### config.mk
export PLATFORM = sky130hd
export DESIGN_NAME = periodic_weighted_spawn_picker_unit
export DESIGN_NICKNAME = d
export VERILOG_FILES = /design/src/rtl/pwsp_pkg.sv /design/src/rtl/periodic_weighted_spawn_picker_unit.sv /design/src/rtl/pwsp_ctrl.sv /design/src/rtl/pwsp_dp.sv
export VERILOG_INCLUDE_DIRS = /design/src /design/src/rtl
export SDC_FILE = /design/constraint.sdc
export NUM_CORES = 1
export LEC_CHECK = 0
export CAP_MARGIN = 20
export CORE_ASPECT_RATIO = 0.5
export CORE_UTILIZATION = 59
export CTS_CLUSTER_DIAMETER = 60
export DETAILED_ROUTE_END_ITERATION = 7
export DONT_BUFFER_PORTS = 1
export GPL_TIMING_DRIVEN = 0
export PLACE_DENSITY_LB_ADDON = 0.12
export SKIP_CTS_REPAIR_TIMING = 1
export SLEW_MARGIN = 5
export SYNTH_ARGS = -nofsm -noshare
export SYNTH_HDL_FRONTEND = slang
export SYNTH_SLANG_ARGS = --single-unit
### constraint.sdc
create_clock -name clk -period 10.1 [get_ports clk]
set_clock_uncertainty 0.05 [all_clocks]
set_input_delay 0 -clock clk [delete_from_list [all_inputs] [get_ports clk]]
set_output_delay 0 -clock clk [all_outputs]
set_load 0.01 [all_outputs]
### src/rtl/periodic_weighted_spawn_picker_unit_defines.svh
// Assertion macros for the periodic weighted spawn picker unit.
// Used by modules that have clk and arst_n in scope; no other dependencies.
`ifndef PERIODIC_WEIGHTED_SPAWN_PICKER_UNIT_DEFINES_SVH
`define PERIODIC_WEIGHTED_SPAWN_PICKER_UNIT_DEFINES_SVH

// same-cycle implication
`define PWSP_ASSERT_NOW(lbl, ante, cons, msg) \
	lbl: assert property (@(posedge clk) disable iff (!arst_n) (ante) |-> (cons)) \
		else $error(msg);

// next-cycle implication
`define PWSP_ASSERT_NEXT(lbl, ante, cons, msg) \
	lbl: assert property (@(posedge clk) disable iff (!arst_n) (ante) |=> (cons)) \
		else $error(msg);

`endif

### src/rtl/pwsp_pkg.sv
// Shared types and constants of the periodic weighted spawn picker unit.
// No dependencies.
package pwsp_pkg;

	localparam int MAX_KINDS_DEF   = 8;
	localparam int WEIGHT_BITS_DEF = 8;
	localparam int CFG_IDX_W       = 4;
	localparam int CFG_DATA_W      = 64;
	localparam int RAND_W          = 31;
	localparam int DIV_W           = 16;
	localparam int DIV_STEPS       = 16;   // two quotient bits per step over 32 bits
	localparam int POS_W           = 18;

	typedef logic [CFG_IDX_W-1:0] reg_idx_t;

	localparam reg_idx_t REG_ENABLED  = 4'd0;
	localparam reg_idx_t REG_INTERVAL = 4'd1;
	localparam reg_idx_t REG_WEIGHTS  = 4'd2;
	localparam reg_idx_t REG_KINDS    = 4'd3;
	localparam reg_idx_t REG_AREA_X   = 4'd4;
	localparam reg_idx_t REG_AREA_Y   = 4'd5;
	localparam reg_idx_t REG_AREA_W   = 4'd6;
	localparam reg_idx_t REG_AREA_H   = 4'd7;

	typedef enum logic [1:0] {
		SEL_PICK,
		SEL_X,
		SEL_Y
	} pwsp_sel_t;

	typedef struct packed {
		logic      capture;
		logic      acc_clear;
		logic      acc_add;
		logic      acc_sub;
		logic      div_load;
		logic      div_step;
		logic      store;
		logic      out_load;
		pwsp_sel_t load_sel;
		pwsp_sel_t sel;
	} pwsp_cmd_t;

	typedef struct packed {
		logic run_ok;
		logic over;
		logic sum_zero;
	} pwsp_stat_t;

endpackage

### src/rtl/periodic_weighted_spawn_picker_unit.sv
// Periodic weighted spawn picker, top level: controller plus datapath.
// Depends on pwsp_pkg, pwsp_ctrl and pwsp_dp.
//
// Each input word is a tick; the block takes one tick at a time. A tick that
// gives no event returns to idle from the accumulate state when the block
// is disabled or the interval is zero, and from the compare state when the
// interval is not yet passed or no kind in use has weight. A tick that
// gives an event runs accumulate and compare, then three remainders on one
// shared remainder unit that retires two bits a cycle, each followed by its
// store (kind, then x, then y), and finally the load of the output
// word. The output word is registered, so a finished event may wait for the
// consumer while the next tick is already taken; the block only stalls when a
// second event is ready before the first was taken. Configuration is always
// ready; writes to unknown register indexes are ignored.
module periodic_weighted_spawn_picker_unit
	import pwsp_pkg::*;
#(
	parameter int MAX_KINDS   = MAX_KINDS_DEF,
	parameter int WEIGHT_BITS = WEIGHT_BITS_DEF
) (
	input  logic                    clk,
	input  logic                    arst_n,
	input  logic                    cfg_valid,
	output logic                    cfg_ready,
	input  logic [CFG_IDX_W-1:0]    cfg_index,
	input  logic [CFG_DATA_W-1:0]   cfg_data,
	input  logic                    in_valid,
	output logic                    in_ready,
	input  logic [15:0]             time_step,
	input  logic [RAND_W-1:0]       rand_pick,
	input  logic [RAND_W-1:0]       rand_x,
	input  logic [RAND_W-1:0]       rand_y,
	output logic                    out_valid,
	input  logic                    out_ready,
	output logic [2:0]              kind_index,
	output logic signed [POS_W-1:0] pos_x,
	output logic signed [POS_W-1:0] pos_y
);

	pwsp_cmd_t  cmd;
	pwsp_stat_t stat;

	assign cfg_ready = 1'b1;

	pwsp_ctrl u_ctrl (
		.clk       (clk),
		.arst_n    (arst_n),
		.in_valid  (in_valid),
		.in_ready  (in_ready),
		.out_valid (out_valid),
		.out_ready (out_ready),
		.stat      (stat),
		.cmd       (cmd)
	);

	pwsp_dp #(
		.MAX_KINDS   (MAX_KINDS),
		.WEIGHT_BITS (WEIGHT_BITS)
	) u_dp (
		.clk        (clk),
		.arst_n     (arst_n),
		.cfg_we     (cfg_valid && cfg_ready),
		.cfg_index  (cfg_index),
		.cfg_data   (cfg_data),
		.time_step  (time_step),
		.rand_pick  (rand_pick),
		.rand_x     (rand_x),
		.rand_y     (rand_y),
		.cmd        (cmd),
		.stat       (stat),
		.kind_index (kind_index),
		.pos_x      (pos_x),
		.pos_y      (pos_y)
	);

endmodule

### src/rtl/pwsp_ctrl.sv
// Sequencer of the spawn picker: accumulate, compare, three remainders, output.
// Depends on pwsp_pkg and the assertion macro header.
`include "periodic_weighted_spawn_picker_unit_defines.svh"

module pwsp_ctrl
	import pwsp_pkg::*;
(
	input  logic       clk,
	input  logic       arst_n,
	input  logic       in_valid,
	output logic       in_ready,
	output logic       out_valid,
	input  logic       out_ready,
	input  pwsp_stat_t stat,
	output pwsp_cmd_t  cmd
);

	localparam int CNT_W = $clog2(DIV_STEPS);

	typedef enum logic [2:0] {
		S_IDLE,
		S_ACC,
		S_CMP,
		S_DIV,
		S_STORE,
		S_OUT
	} state_t;

	state_t           state_q;
	pwsp_sel_t        sel_q;
	logic [CNT_W-1:0] cnt_q;
	logic             out_valid_q;

	assign in_ready  = (state_q == S_IDLE);
	assign out_valid = out_valid_q;

	always_comb begin
		cmd          = '0;
		cmd.sel      = sel_q;
		cmd.load_sel = SEL_PICK;
		unique case (state_q)
			S_IDLE: begin
				cmd.capture = in_valid;
			end
			S_ACC: begin
				cmd.acc_clear = !stat.run_ok;
				cmd.acc_add   = stat.run_ok;
			end
			S_CMP: begin
				cmd.acc_sub  = stat.over;
				cmd.div_load = stat.over && !stat.sum_zero;
			end
			S_DIV: begin
				cmd.div_step = 1'b1;
			end
			S_STORE: begin
				cmd.store    = 1'b1;
				cmd.div_load = (sel_q != SEL_Y);
				cmd.load_sel = (sel_q == SEL_PICK) ? SEL_X : SEL_Y;
			end
			S_OUT: begin
				cmd.out_load = !out_valid_q || out_ready;
			end
			default: ;
		endcase
	end

	always_ff @(posedge clk or negedge arst_n) begin
		if (!arst_n) begin
			state_q     <= S_IDLE;
			sel_q       <= SEL_PICK;
			cnt_q       <= '0;
			out_valid_q <= 1'b0;
		end else begin
			if (cmd.out_load)
				out_valid_q <= 1'b1;
			else if (out_ready)
				out_valid_q <= 1'b0;
			if (cmd.div_load)
				sel_q <= cmd.load_sel;
			if (cmd.div_step)
				cnt_q <= cnt_q + 1'b1;
			unique case (state_q)
				S_IDLE:  if (in_valid) state_q <= S_ACC;
				S_ACC:   state_q <= stat.run_ok ? S_CMP : S_IDLE;
				S_CMP:   state_q <= (stat.over && !stat.sum_zero) ? S_DIV : S_IDLE;
				S_DIV:   if (cnt_q == CNT_W'(DIV_STEPS - 1)) state_q <= S_STORE;
				S_STORE: state_q <= (sel_q == SEL_Y) ? S_OUT : S_DIV;
				S_OUT:   if (cmd.out_load) state_q <= S_IDLE;
				default: state_q <= S_IDLE;
			endcase
		end
	end

	`PWSP_ASSERT_NEXT(a_accept_to_acc, in_valid && in_ready, state_q == S_ACC, "accept did not start accumulation")
	`PWSP_ASSERT_NOW(a_cnt_idle, state_q != S_DIV, cnt_q == '0, "step counter live outside remainder phase")
	`PWSP_ASSERT_NOW(a_out_free, cmd.out_load, !out_valid_q || out_ready, "output word overwritten")
	`PWSP_ASSERT_NEXT(a_out_set, cmd.out_load, out_valid_q && state_q == S_IDLE, "output load lost")

endmodule

### src/rtl/pwsp_dp.sv
// Datapath of the spawn picker: config registers, accumulator, shared
// radix-4 remainder unit, roulette scan and output word. Depends on pwsp_pkg.
module pwsp_dp
	import pwsp_pkg::*;
#(
	parameter int MAX_KINDS   = MAX_KINDS_DEF,
	parameter int WEIGHT_BITS = WEIGHT_BITS_DEF
) (
	input  logic                    clk,
	input  logic                    arst_n,
	input  logic                    cfg_we,
	input  reg_idx_t                cfg_index,
	input  logic [CFG_DATA_W-1:0]   cfg_data,
	input  logic [15:0]             time_step,
	input  logic [RAND_W-1:0]       rand_pick,
	input  logic [RAND_W-1:0]       rand_x,
	input  logic [RAND_W-1:0]       rand_y,
	input  pwsp_cmd_t               cmd,
	output pwsp_stat_t              stat,
	output logic [2:0]              kind_index,
	output logic signed [POS_W-1:0] pos_x,
	output logic signed [POS_W-1:0] pos_y
);

	localparam int SUM_W = $clog2(MAX_KINDS * ((1 << WEIGHT_BITS) - 1) + 1);

	logic        enabled_q;
	logic [31:0] interval_q;
	logic [63:0] weights_q;
	logic [3:0]  kinds_q;
	logic [15:0] area_x_q, area_y_q, area_w_q, area_h_q;

	logic [31:0]       elapsed_q;
	logic [15:0]       step_q;
	logic [RAND_W-1:0] rpick_q, rx_q, ry_q;
	logic [31:0]       quo_q;
	logic [DIV_W-1:0]  rem_q, dvs_q;
	logic [2:0]        kind_q;
	logic [DIV_W-1:0]  offx_q, offy_q;
	logic [2:0]        kind_out_q;
	logic [POS_W-1:0]  pos_x_q, pos_y_q;

	always_ff @(posedge clk or negedge arst_n) begin
		if (!arst_n) begin
			enabled_q  <= 1'b0;
			interval_q <= '0;
			weights_q  <= '0;
			kinds_q    <= '0;
			area_x_q   <= '0;
			area_y_q   <= '0;
			area_w_q   <= 16'd1;
			area_h_q   <= 16'd1;
		end else if (cfg_we) begin
			unique case (cfg_index)
				REG_ENABLED:  enabled_q  <= cfg_data[0];
				REG_INTERVAL: interval_q <= cfg_data[31:0];
				REG_WEIGHTS:  weights_q  <= cfg_data;
				REG_KINDS:    kinds_q    <= cfg_data[3:0];
				REG_AREA_X:   area_x_q   <= cfg_data[15:0];
				REG_AREA_Y:   area_y_q   <= cfg_data[15:0];
				REG_AREA_W:   area_w_q   <= cfg_data[15:0];
				REG_AREA_H:   area_h_q   <= cfg_data[15:0];
				default: ;
			endcase
		end
	end

	// running weight totals over the kinds in use
	logic [3:0]       n_c;
	logic [SUM_W-1:0] cum_c [MAX_KINDS];
	logic [SUM_W-1:0] sum_c;
	logic [SUM_W-1:0] r_c;
	logic [2:0]       pick_c;
	logic             found_c;

	always_comb begin
		n_c = (kinds_q > 4'(MAX_KINDS)) ? 4'(MAX_KINDS) : kinds_q;
		for (int i = 0; i < MAX_KINDS; i++) begin
			cum_c[i] = (i == 0) ? '0 : cum_c[(i == 0) ? 0 : i - 1];
			if (4'(i) < n_c)
				cum_c[i] = cum_c[i] + SUM_W'(weights_q[8*i +: WEIGHT_BITS]);
		end
		sum_c = cum_c[MAX_KINDS-1];
	end

	always_comb begin
		r_c     = rem_q[SUM_W-1:0] + SUM_W'(1);
		pick_c  = '0;
		found_c = 1'b0;
		for (int i = 0; i < MAX_KINDS; i++) begin
			if (!found_c && r_c <= cum_c[i]) begin
				pick_c  = 3'(i);
				found_c = 1'b1;
			end
		end
	end

	logic [32:0]      acc_sum_c;
	logic [DIV_W:0]   t1_c, t2_c;
	logic [DIV_W-1:0] r1_c, r2_c;

	assign acc_sum_c = {1'b0, elapsed_q} + {17'd0, step_q};

	always_comb begin
		t1_c = {rem_q, quo_q[31]};
		r1_c = (t1_c >= {1'b0, dvs_q}) ? DIV_W'(t1_c - {1'b0, dvs_q}) : t1_c[DIV_W-1:0];
		t2_c = {r1_c, quo_q[30]};
		r2_c = (t2_c >= {1'b0, dvs_q}) ? DIV_W'(t2_c - {1'b0, dvs_q}) : t2_c[DIV_W-1:0];
	end

	assign stat.run_ok   = enabled_q && (interval_q != '0);
	assign stat.over     = elapsed_q > interval_q;
	assign stat.sum_zero = (sum_c == '0);

	always_ff @(posedge clk or negedge arst_n) begin
		if (!arst_n)
			elapsed_q <= '0;
		else if (cmd.acc_clear)
			elapsed_q <= '0;
		else if (cmd.acc_add)
			elapsed_q <= acc_sum_c[32] ? '1 : acc_sum_c[31:0];
		else if (cmd.acc_sub)
			elapsed_q <= elapsed_q - interval_q;
	end

	always_ff @(posedge clk) begin
		if (cmd.capture) begin
			step_q  <= time_step;
			rpick_q <= rand_pick;
			rx_q    <= rand_x;
			ry_q    <= rand_y;
		end
		if (cmd.div_load) begin
			rem_q <= '0;
			case (cmd.load_sel)
				SEL_X: begin
					quo_q <= {1'b0, rx_q};
					dvs_q <= area_w_q;
				end
				SEL_Y: begin
					quo_q <= {1'b0, ry_q};
					dvs_q <= area_h_q;
				end
				default: begin
					quo_q <= {1'b0, rpick_q};
					dvs_q <= DIV_W'(sum_c);
				end
			endcase
		end else if (cmd.div_step) begin
			rem_q <= r2_c;
			quo_q <= {quo_q[29:0], 2'b00};
		end
		if (cmd.store) begin
			case (cmd.sel)
				SEL_X:   offx_q <= (area_w_q != '0) ? rem_q : '0;
				SEL_Y:   offy_q <= (area_h_q != '0) ? rem_q : '0;
				default: kind_q <= pick_c;
			endcase
		end
		if (cmd.out_load) begin
			kind_out_q <= kind_q;
			pos_x_q    <= {{2{area_x_q[15]}}, area_x_q} + {2'b00, offx_q};
			pos_y_q    <= {{2{area_y_q[15]}}, area_y_q} + {2'b00, offy_q};
		end
	end

	assign kind_index = kind_out_q;
	assign pos_x      = pos_x_q;
	assign pos_y      = pos_y_q;

endmodule

=== After elaboration in Yosys (flattened, before gate mapping) ===
Cells that the tools add are included.

* Flip-flop bits (word level): 454
* Bits of input ports: 182
* Output and inout port bits: 42

* Add/subtract/negate cells: 15
* $lt $le $gt $ge: 20
* Eq/ne operators: 21
* Multiplexer cells: 50
* Bitwise logic cells: 1
* Reduce and logical (&&, ||, !) cells: 45

{| class="wikitable"
|+ Operator list
! kind !! number
|-
| $mux 32 || 6
|-
| $le 11x11->1 || 7
|-
| $mux 11 || 7
|-
| $add 11x8->11 || 6
|-
| $pmux 31 s2 || 1
|-
| $add 16x17->18 || 2
|-
| $ge 17x16->1 || 2
|-
| $add 32x16->33 || 1
|-
| $gt 32x32->1 || 1
|-
| $mux 16 || 2
|-
| $pmux 16 s2 || 1
|-
| $reduce_bool 16->1 || 2
|-
| $reduce_bool 32->1 || 1
|-
| $sub 16x16->16 || 2
|-
| $sub 32x32->32 || 1
|-
| $reduce_and 2->1 || 11
|-
| $mux 2 || 9
|-
| $pmux 3 s6 || 1
|-
| $eq 4x3->1 const B || 4
|-
| $lt 3x4->1 const A || 4
|-
| $mux 1 || 16
|-
| $mux 3 || 4
|-
| $add 11x1->11 const B || 1
|-
| $le 11x8->1 || 1
|-
| 31 further kinds || 59
|}

=== Logic depth before layout (Yosys ltp) ===
Gate-level depths: netlist of the first run.

* Depth after elaboration: 27
* Depth in mapped cells: 60
* Depth with buffers taken out: 57

=== Hierarchy ===
A second synthesis of the first run with hierarchy kept.

* Cell total of the unflattened synthesis: 2,777
* Area, all modules: 28,929.0 um2

{| class="wikitable"
|+ Modules (own cells, without submodules)
! module !! times used !! cells each !! area an instance (um2)
|-
| pwsp_dp || 1 || 2,719 || 28,344.7
|-
| pwsp_ctrl || 1 || 56 || 573.0
|-
| periodic_weighted_spawn_picker_unit || 1 || 2 || 11.3
|}

=== Worst setup path before layout of the first run ===
Ideal clock, no wire load.

* Kind: flip-flop to flip-flop
* From: register u_dp.kinds_q[2]
* To: register u_dp.quo_q[0], enable pin
* Setup time: 400 ps
* Data arrival time: 10,724 ps
* Slack: -1,074 ps
* Stages on the path, launching flop included: 57
* Clock period less this slack: 11,174 ps
* Cell sequence: dfrtp_1 -> buf_4 -> clkbuf_1 -> or4_1 -> clkbuf_1 -> and2_1 -> ha_1 -> fa_1 -> a31oi_1 -> o21ai_0 -> xnor2_1 -> nor2_1 -> or2_2 -> ha_1 -> a21oi_1 -> o21ai_0 -> xor2_1 -> nand2_1 -> (+21 left out) -> o21a_1 -> o31a_1 -> a21oi_1 -> o22ai_1 -> a21oi_1 -> ha_1 -> o21a_1 -> nor2_1 -> o41a_1 -> nand2b_1 -> xnor2_1 -> or3_1 -> and4_4 -> nor4_4 -> a31oi_2 -> nor3_2 -> buf_2 -> inv_1

* Longest elaborated chain between the ends: 23
* Elaborated cells between the ends (all ways): 30

{| class="wikitable"
|+ RTL lines
! item !! RTL line !! source
|-
| start: declaration || pwsp_dp.sv:30 || <nowiki>logic [3:0] kinds_q;</nowiki>
|-
| start signal: assignment || pwsp_dp.sv:58 || <nowiki>REG_KINDS: kinds_q <= cfg_data[3:0];</nowiki>
|-
| $gt 4x4->1 || pwsp_dp.sv:77 || <nowiki>n_c = (kinds_q > 4'(MAX_KINDS)) ? 4'(MAX_KINDS) : kinds_q;</nowiki>
|-
| $mux 4 (*) || pwsp_dp.sv:77 ||
|-
| $lt 1x4->1 || pwsp_dp.sv:80 || <nowiki>if (4'(i) < n_c)</nowiki>
|-
| $mux 8 || pwsp_dp.sv:80 ||
|-
| $add 8x8->9 || pwsp_dp.sv:81 || <nowiki>cum_c[i] = cum_c[i] + SUM_W'(weights_q[8*i +: WEIGHT_BITS]);</nowiki>
|-
| $mux 11 || pwsp_dp.sv:80 ||
|-
| $add 11x8->11 || pwsp_dp.sv:81 ||
|-
| $mux 11 || pwsp_dp.sv:80 ||
|-
| (+7 left out) || n/a ||
|-
| $mux 11 || pwsp_dp.sv:80 ||
|-
| $add 11x8->11 || pwsp_dp.sv:81 ||
|-
| $mux 11 (*) || pwsp_dp.sv:80 ||
|-
| $logic_not 11->1 (*) || pwsp_dp.sv:113 || <nowiki>assign stat.sum_zero = (sum_c == '0);</nowiki>
|-
| $logic_not 1->1 (*) || pwsp_ctrl.sv:51 || <nowiki>cmd.div_load = stat.over && !stat.sum_zero;</nowiki>
|-
| $logic_and 1x1->1 (*) || pwsp_ctrl.sv:51 ||
|-
| $pmux 1 s2 (*) || pwsp_ctrl.sv:41 || <nowiki>unique case (state_q)</nowiki>
|-
| $reduce_bool 2->1 (no source line) (*) || n/a ||
|-
| end signal: assignment || pwsp_dp.sv:137 || <nowiki>quo_q <= {1'b0, rx_q};</nowiki>
|-
| end signal: assignment || pwsp_dp.sv:141 || <nowiki>quo_q <= {1'b0, ry_q};</nowiki>
|-
| end signal: assignment || pwsp_dp.sv:145 || <nowiki>quo_q <= {1'b0, rpick_q};</nowiki>
|-
| end: declaration || pwsp_dp.sv:36 || <nowiki>logic [31:0] quo_q;</nowiki>
|}

Every way passes the cells marked *; elsewhere a longest branch is shown, timed or not.
A chain may end at the register's enable or synchronous reset.

=== Worst setup path after layout of the first run ===
* From: register u_dp.kinds_q[2]
* To: register u_dp.quo_q[11], data pin

* Longest elaborated chain between the ends: 23
* Elaborated cells between the ends (all ways): 30

{| class="wikitable"
|+ RTL lines
! item !! RTL line !! source
|-
| $gt 4x4->1 || pwsp_dp.sv:77 ||
|-
| $mux 4 (*) || pwsp_dp.sv:77 ||
|-
| $lt 1x4->1 || pwsp_dp.sv:80 ||
|-
| $mux 8 || pwsp_dp.sv:80 ||
|-
| $add 8x8->9 || pwsp_dp.sv:81 ||
|-
| $mux 11 || pwsp_dp.sv:80 ||
|-
| $add 11x8->11 || pwsp_dp.sv:81 ||
|-
| $mux 11 || pwsp_dp.sv:80 ||
|-
| (+7 left out) || n/a ||
|-
| $mux 11 || pwsp_dp.sv:80 ||
|-
| $add 11x8->11 || pwsp_dp.sv:81 ||
|-
| $mux 11 (*) || pwsp_dp.sv:80 ||
|-
| $logic_not 11->1 (*) || pwsp_dp.sv:113 ||
|-
| $logic_not 1->1 (*) || pwsp_ctrl.sv:51 ||
|-
| $logic_and 1x1->1 (*) || pwsp_ctrl.sv:51 ||
|-
| $pmux 1 s2 (*) || pwsp_ctrl.sv:41 ||
|-
| $mux 32 (*) || pwsp_dp.sv:133 || <nowiki>if (cmd.div_load) begin</nowiki>
|}

Marked as above.

==> results.json, run 1 <==
{
  "hold_viol": 7,
  "setup_slack_ns": -1.48,
  "grt_max_degree": 208,
  "critPathMostFrequentCell": "ha_4",
  "synthArstFlopShare_pct": 45.6,
  "synth_cell_types": 97,
  "route.detailed.drc": 0,
  "clkLatencyLatePin_ns": 0.59,
  "criticalPathCategory": "register to register",
  "worstPathRequired_ns": 10.38,
  "dp_cells": 3443,
  "avgRoutedWirePerCell_um": 22.9,
  "hold_ws_ns": -0.00896,
  "fin_cells": 3856,
  "syn_nets": 3240,
  "dr.pass1.iters": 5,
  "fin_crit_ns": 11.58,
  "io_pins": 224,
  "rows": 57,
  "grt_pass1_wl_um": 120000,
  "place_area_um2": 30500,
  "cp_max_fo": 6,
  "hpwlAfterDp_um": 59100,
  "antenna_found_initial": 7,
  "slowest_stage": "or4_4",
  "hp-class": "primary input to register",
  "synth_xor_area_share_pct": 3.95,
  "grt_use_total_pct": 30.7,
  "area_growth_pct": 22.8,
  "grt_pass1_vias": 21200,
  "routed_wl_um": 88300,
  "ant_nets": 0,
  "dieArea_um2": 50700,
  "yosys.area_share.simple_pct": 11.7,
  "final_area_um2": 36000,
  "violations": "negative hold slack, negative setup slack",
  "setup_violations": 105,
  "syn_inst": 2788,
  "cp_slowest_stage_delay_ns": 0.51,
  "die-height_um": 160,
  "status": "finished with violations",
  "synth.mux.area_fraction_pct": 9.95,
  "ys_warn_count": 0,
  "io_buffers": 0,
  "min_period_over_period_pct": 115,
  "cts_made_buffers": 44,
  "end_kind": "register",
  "syn_area_um2": 29300,
  "postSynthAreaPerCell_um2": 10.5,
  "max_freq_mhz": 86.4,
  "place_congestion": 0.960,
  "cap_violations": 0,
  "synth_top_flop_cell": "edfxtp_1",
  "nets": 3622,
  "drive_above_1_share_pct": 16.3,
  "grt-ovfl-total": 0,
  "yosys.area_share.adder_pct": 11.9,
  "setup_tns_ns": -141.13,
  "synth_top_family_by_area": "compound AO/OA/AOI/OAI gates",
  "clk_pin_slew_ns": 0.07,
  "worstSetupStartpointType": "register",
  "synth_enable_flop_cells": 231,
  "drv_slew": 0,
  "vias": 24000,
  "initial_core_util_pct": 60.1,
  "rsz0062_at_grt": "yes",
  "cts_tree": "yes",
  "clock_sinks": 454,
  "seq_area_frac_synth_pct": 42.4,
  "clockBufferDepth": 3,
  "cts_max_level": 2,
  "cts-root-buf": "clkbuf_16",
  "final_util_pct": 73.8,
  "avgViaCountPerCell": 6.23,
  "core-area_um2": 48800,
  "arrival_ns": 11.86,
  "drt-initial-drc-count": 2211,
  "synth_compound_gate_area_share_pct": 16.3,
  "slew_headroom_pct": 21.1,
  "fill_cells": 3386,
  "ys_ff_latch": 454,
  "chipWidth_um": 317,
  "tightest_slew_ns": 1.18
}
[final timing paths]
kind / from / to / slack, ns / cells past startpoint
min reg2reg: u_dp.kind_q[2] / u_dp.kind_index[2] / 0.37 / 0
min: rand_y[7] / u_dp.ry_q[7] / -0.009 / 1
max in group asynchronous: arst_n / u_dp.elapsed_q[28] / 8.93 / 2
max reg2reg: u_dp.kinds_q[2] / u_dp.quo_q[11] / -1.48 / 55
min in group asynchronous: arst_n / u_dp.weights_q[50] / 0.13 / 2
max: u_dp.kinds_q[2] / u_dp.quo_q[11] / -1.48 / 55
[metrics by stage]
step	hold slack [ns]	setup WS, ns
2_1_floorplan	-0.346	-0.330
3_3_place_gp	-0.336	-2.81
3_5_place_dp	-0.336	-2.94
4_1_cts	-0.947	-2.94
5_1_grt	-0.0236	-1.75
6_report	-0.00896	-1.48
[cell type report]
type,count,area (µm²),share of cell area [%]
Multi-Input combinational cell,2060,16600,46.0
Sequential cell,454,12400,34.6
Timing Repair Buffer,335,3380,9.39
Clock buffer,53,1210,3.35
Tap cell,649,812,2.26
Inverter,189,713,1.98
Buffer,85,483,1.34
Clock inverter,27,383,1.06
Timing Repair inverter,1,7.51,0.0209
Antenna cell,3,7.51,0.0209
[flip-flops by register name, indices dropped and copies added, names as in the netlist, 31 cells and up]
signal	flops
u_dp.elapsed_q	32
u_dp.interval_q	32
u_dp.quo_q	32
u_dp.rpick_q	31
u_dp.rx_q	31
u_dp.ry_q	31
u_dp.weights_q	64
[layer usage]
metal | track usage (%) | part of all wire, % | vias to the layer above | wire, µm
li1 | - | - | 11100 | -
met1 | 44.1 | 43 | 11700 | 38400
met2 | 46.8 | 45 | 1036 | 40100
met3 | 7.17 | 8.6 | 157 | 7620
met4 | 7.48 | 2.5 | 6 | 2170
met5 | 0 | 0.046 | - | 41
[synth_stat cells (all sizes together) (21+ instances only)]
cell | n | area share [%]
mux2 | 202 | 8.1
nand2b | 29 | 0.62
nor2 | 152 | 2.0
dfrtp | 205 | 17
and2 | 51 | 1.1
nor4 | 24 | 0.56
xnor2 | 86 | 2.6
edfxtp | 231 | 24
ha | 257 | 11
inv | 188 | 2.4
mux2i | 55 | 1.9
and3 | 27 | 0.58
a211oi | 32 | 0.88
a21oi | 165 | 2.9
o21a | 50 | 1.3
a31oi | 26 | 0.58
or3 | 21 | 0.45
nand2 | 158 | 2.0
clkbuf | 70 | 0.90
o21ai | 198 | 3.4
nand4 | 29 | 0.62
nor2b | 44 | 0.94
nand3 | 44 | 0.75
a21o | 73 | 1.9
xor2 | 41 | 1.2
nor3 | 42 | 0.80
[cell families (layout without fill, tap and decap cells)]
kind of cell | count (synthesis) | after routing
fa+ha+maj | 272 | 272
buf+inv | 274 | 690
compound gates | 729 | 729
other cells | 1 | 4
xor+xnor | 129 | 129
mux | 257 | 257
flops | 454 | 454
simple gates | 672 | 672
[worst max-delay path, delay by kind of cell (launching register included)]
| family | cells | cell delay (ns) |
|---|---|---|
| buffers and inverters | 5 | 0.70 |
| AO/OA/AOI/OAI | 22 | 3.81 |
| flip-flops | 1 | 0.37 |
| AND/OR/NAND/NOR | 15 | 3.00 |
| adder cells (fa/ha/maj) | 8 | 2.33 |
| XOR/XNOR | 4 | 0.71 |
| multiplexers | 1 | 0.30 |
[cell usage in the layout, fill, tap and decap left out, types with 14 or more instances in the layout]
cell and count:
a211oi_1 27, a21o_1 73, a21oi_1 141, a21oi_2 18, a31oi_1 22, and2_1 47
and3_1 27, buf_4 53, clkbuf_1 70, clkbuf_16 50, dfrtp_1 204, dfxtp_1 16
dlygate4sd3_1 264, edfxtp_1 231, ha_1 238, ha_4 17, inv_1 185, mux2_2 177
mux2_4 25, mux2i_1 55, nand2_1 157, nand2b_1 27, nand3_1 43, nand4_1 29
nor2_1 146, nor2b_1 43, nor3_1 33, nor4_1 22, o211ai_1 16, o21a_1 49
o21ai_0 175, o21bai_1 14, o2bb2ai_1 16, or3_1 19, xnor2_1 76, xor2_1 38
Power of run 1 is left out: the tool's default activity adds up to more than one toggle a clock period on the data nets, which glitch-free logic cannot reach.
==> run 2: changes to the inputs <==
BUFFER_PORTS_ARGS = -buffer_cell sky130_fd_sc_hd__buf_4   (was not set)
DONT_BUFFER_PORTS = not set   (was 1)
clock period = 13.15 ns   (was 10.1 ns; I/O delays follow)
==> results.json, run 2 (synthesized netlist as in run 1, its figures left out) <==
{
  "status": "complete, no violations",
  "place_area_um2": 32000,
  "setup_slack_ns": 0.401,
  "arrival_ns": 13.03,
  "cts_made_buffers": 43,
  "cap_violations": 0,
  "crit_family": "compound AO/OA/AOI/OAI gates",
  "critPathMostFrequentCell": "ha_1",
  "area_growth_pct": 21.6,
  "rows": 57,
  "route.detailed.drc": 0,
  "cts-root-buf": "clkbuf_16",
  "clkLatencyLatePin_ns": 0.58,
  "clockBufferDepth": 3,
  "dieArea_um2": 50700,
  "cts_max_level": 2,
  "max_flop_register": "u_dp.weights_q",
  "routed_wl_um": 84400,
  "ant_nets": 0,
  "final_area_um2": 35700,
  "cp_slowest_stage_delay_ns": 0.57,
  "place_congestion": 0.983,
  "io_pins": 224,
  "criticalPathCategory": "register to register",
  "antenna_found_initial": 3,
  "avgViaCountPerCell": 6.07,
  "core-area_um2": 48800,
  "nets": 3715,
  "grt_pass1_wl_um": 123000,
  "cp_max_fo": 25,
  "cts_tree": "yes",
  "setup_violations": 0,
  "drt-initial-drc-count": 2058,
  "die-height_um": 160,
  "worstSetupStartpointType": "register",
  "initial_core_util_pct": 60.1,
  "fill_cells": 3482,
  "min_period_over_period_pct": 97.0,
  "final_cell_mix": "ha_1 (257), buf_4 (239), edfxtp_1 (231), dfrtp_1 (205), o21ai_0 (195)",
  "grt_pass1_vias": 22200,
  "chipWidth_um": 317,
  "pre_cts_slack_ns": -1.10,
  "grt_max_degree": 109,
  "setup_tns_ns": 0,
  "hpwlAfterDp_um": 60000,
  "drv_slew": 0,
  "io_buffers": 221,
  "max_freq_mhz": 78.4,
  "avgRoutedWirePerCell_um": 21.4,
  "fin_crit_ns": 12.75,
  "hold_viol": 0,
  "slowest_stage": "or4_1",
  "largest_register_ffs": 64,
  "grt_use_total_pct": 31.5,
  "worstPathRequired_ns": 13.44,
  "end_kind": "register",
  "grt-ovfl-total": 0,
  "final_common_cell": "ha_1",
  "clk_pin_slew_ns": 0.08,
  "slew_headroom_pct": 16.0,
  "drive_above_1_share_pct": 18.5,
  "tightest_slew_ns": 1.26,
  "dr.pass1.iters": 5,
  "hp-class": "primary input to register",
  "worst-path-buf-inv": 6,
  "vias": 24000,
  "clock_sinks": 454
}
[run 2: cell count changes in the layout (fill, tap and decap cells not counted), sizes merged]
cell         previous run  this run
diode                   3         1
buf                    84       265
clkinvlp                5         2
bufinv                  8         5
inv                   192       191
dlygate4sd3           264       182
[run 2: stage by stage]
step | util, % | hold WS (ns) | std cells
after global placement | 65.2 | 0.128 | 3658
after CTS | 68.8 | -0.786 | 3747
after detailed placement | 65.6 | -0.172 | 3669
final | 73.1 | 0.0694 | 3946
after global routing | 73.1 | 0.0640 | 3945
after floorplan | - | -0.346 | 2788
[run 2: per-layer routing]
layer | track usage, % | share of wire [%] | up-vias
li1 | - | - | 11200
met1 | 45.3 | 44 | 11600
met2 | 48.0 | 45 | 948
met3 | 6.29 | 7.9 | 166
met4 | 9.57 | 3.2 | 0
met5 | 0 | 0 | -
[run 2: path summary, 6_finish.rpt]
check / startpoint / endpoint / slack [ns] / cells past startpoint
max: u_dp.kinds_q[0] / u_dp.quo_q[27] / 0.40 / 54
min: cfg_index[0] / u_dp.enabled_q / 0.07 / 4
max reg2reg: u_dp.kinds_q[0] / u_dp.quo_q[27] / 0.40 / 54
min reg2reg: u_dp.kind_q[2] / u_dp.kind_index[2] / 0.39 / 0
max in group asynchronous: arst_n / u_dp.area_y_q[12] / 11.66 / 5
min in group asynchronous: arst_n / u_dp.weights_q[34] / 0.44 / 4
[run 2: area by class of cell]
type	count	area, µm²	area share (%)
clock inverters	21	253	0.709
inverters	189	713	2.00
repair buffers	432	3840	10.8
well taps	649	812	2.28
plain buffers	83	395	1.11
multi-input cells	2060	15900	44.7
flip-flops and latches	454	12400	34.9
diodes	1	2.50	0.00702
clock buffers	57	1280	3.60
[run 2: worst min-delay path, cell delays in order]
cell      delay [ns]
clkbuf_1        0.32
nor2_1          0.12
nand2_1         0.08
mux2_2          0.15
Power of run 2 is left out for the same reason.
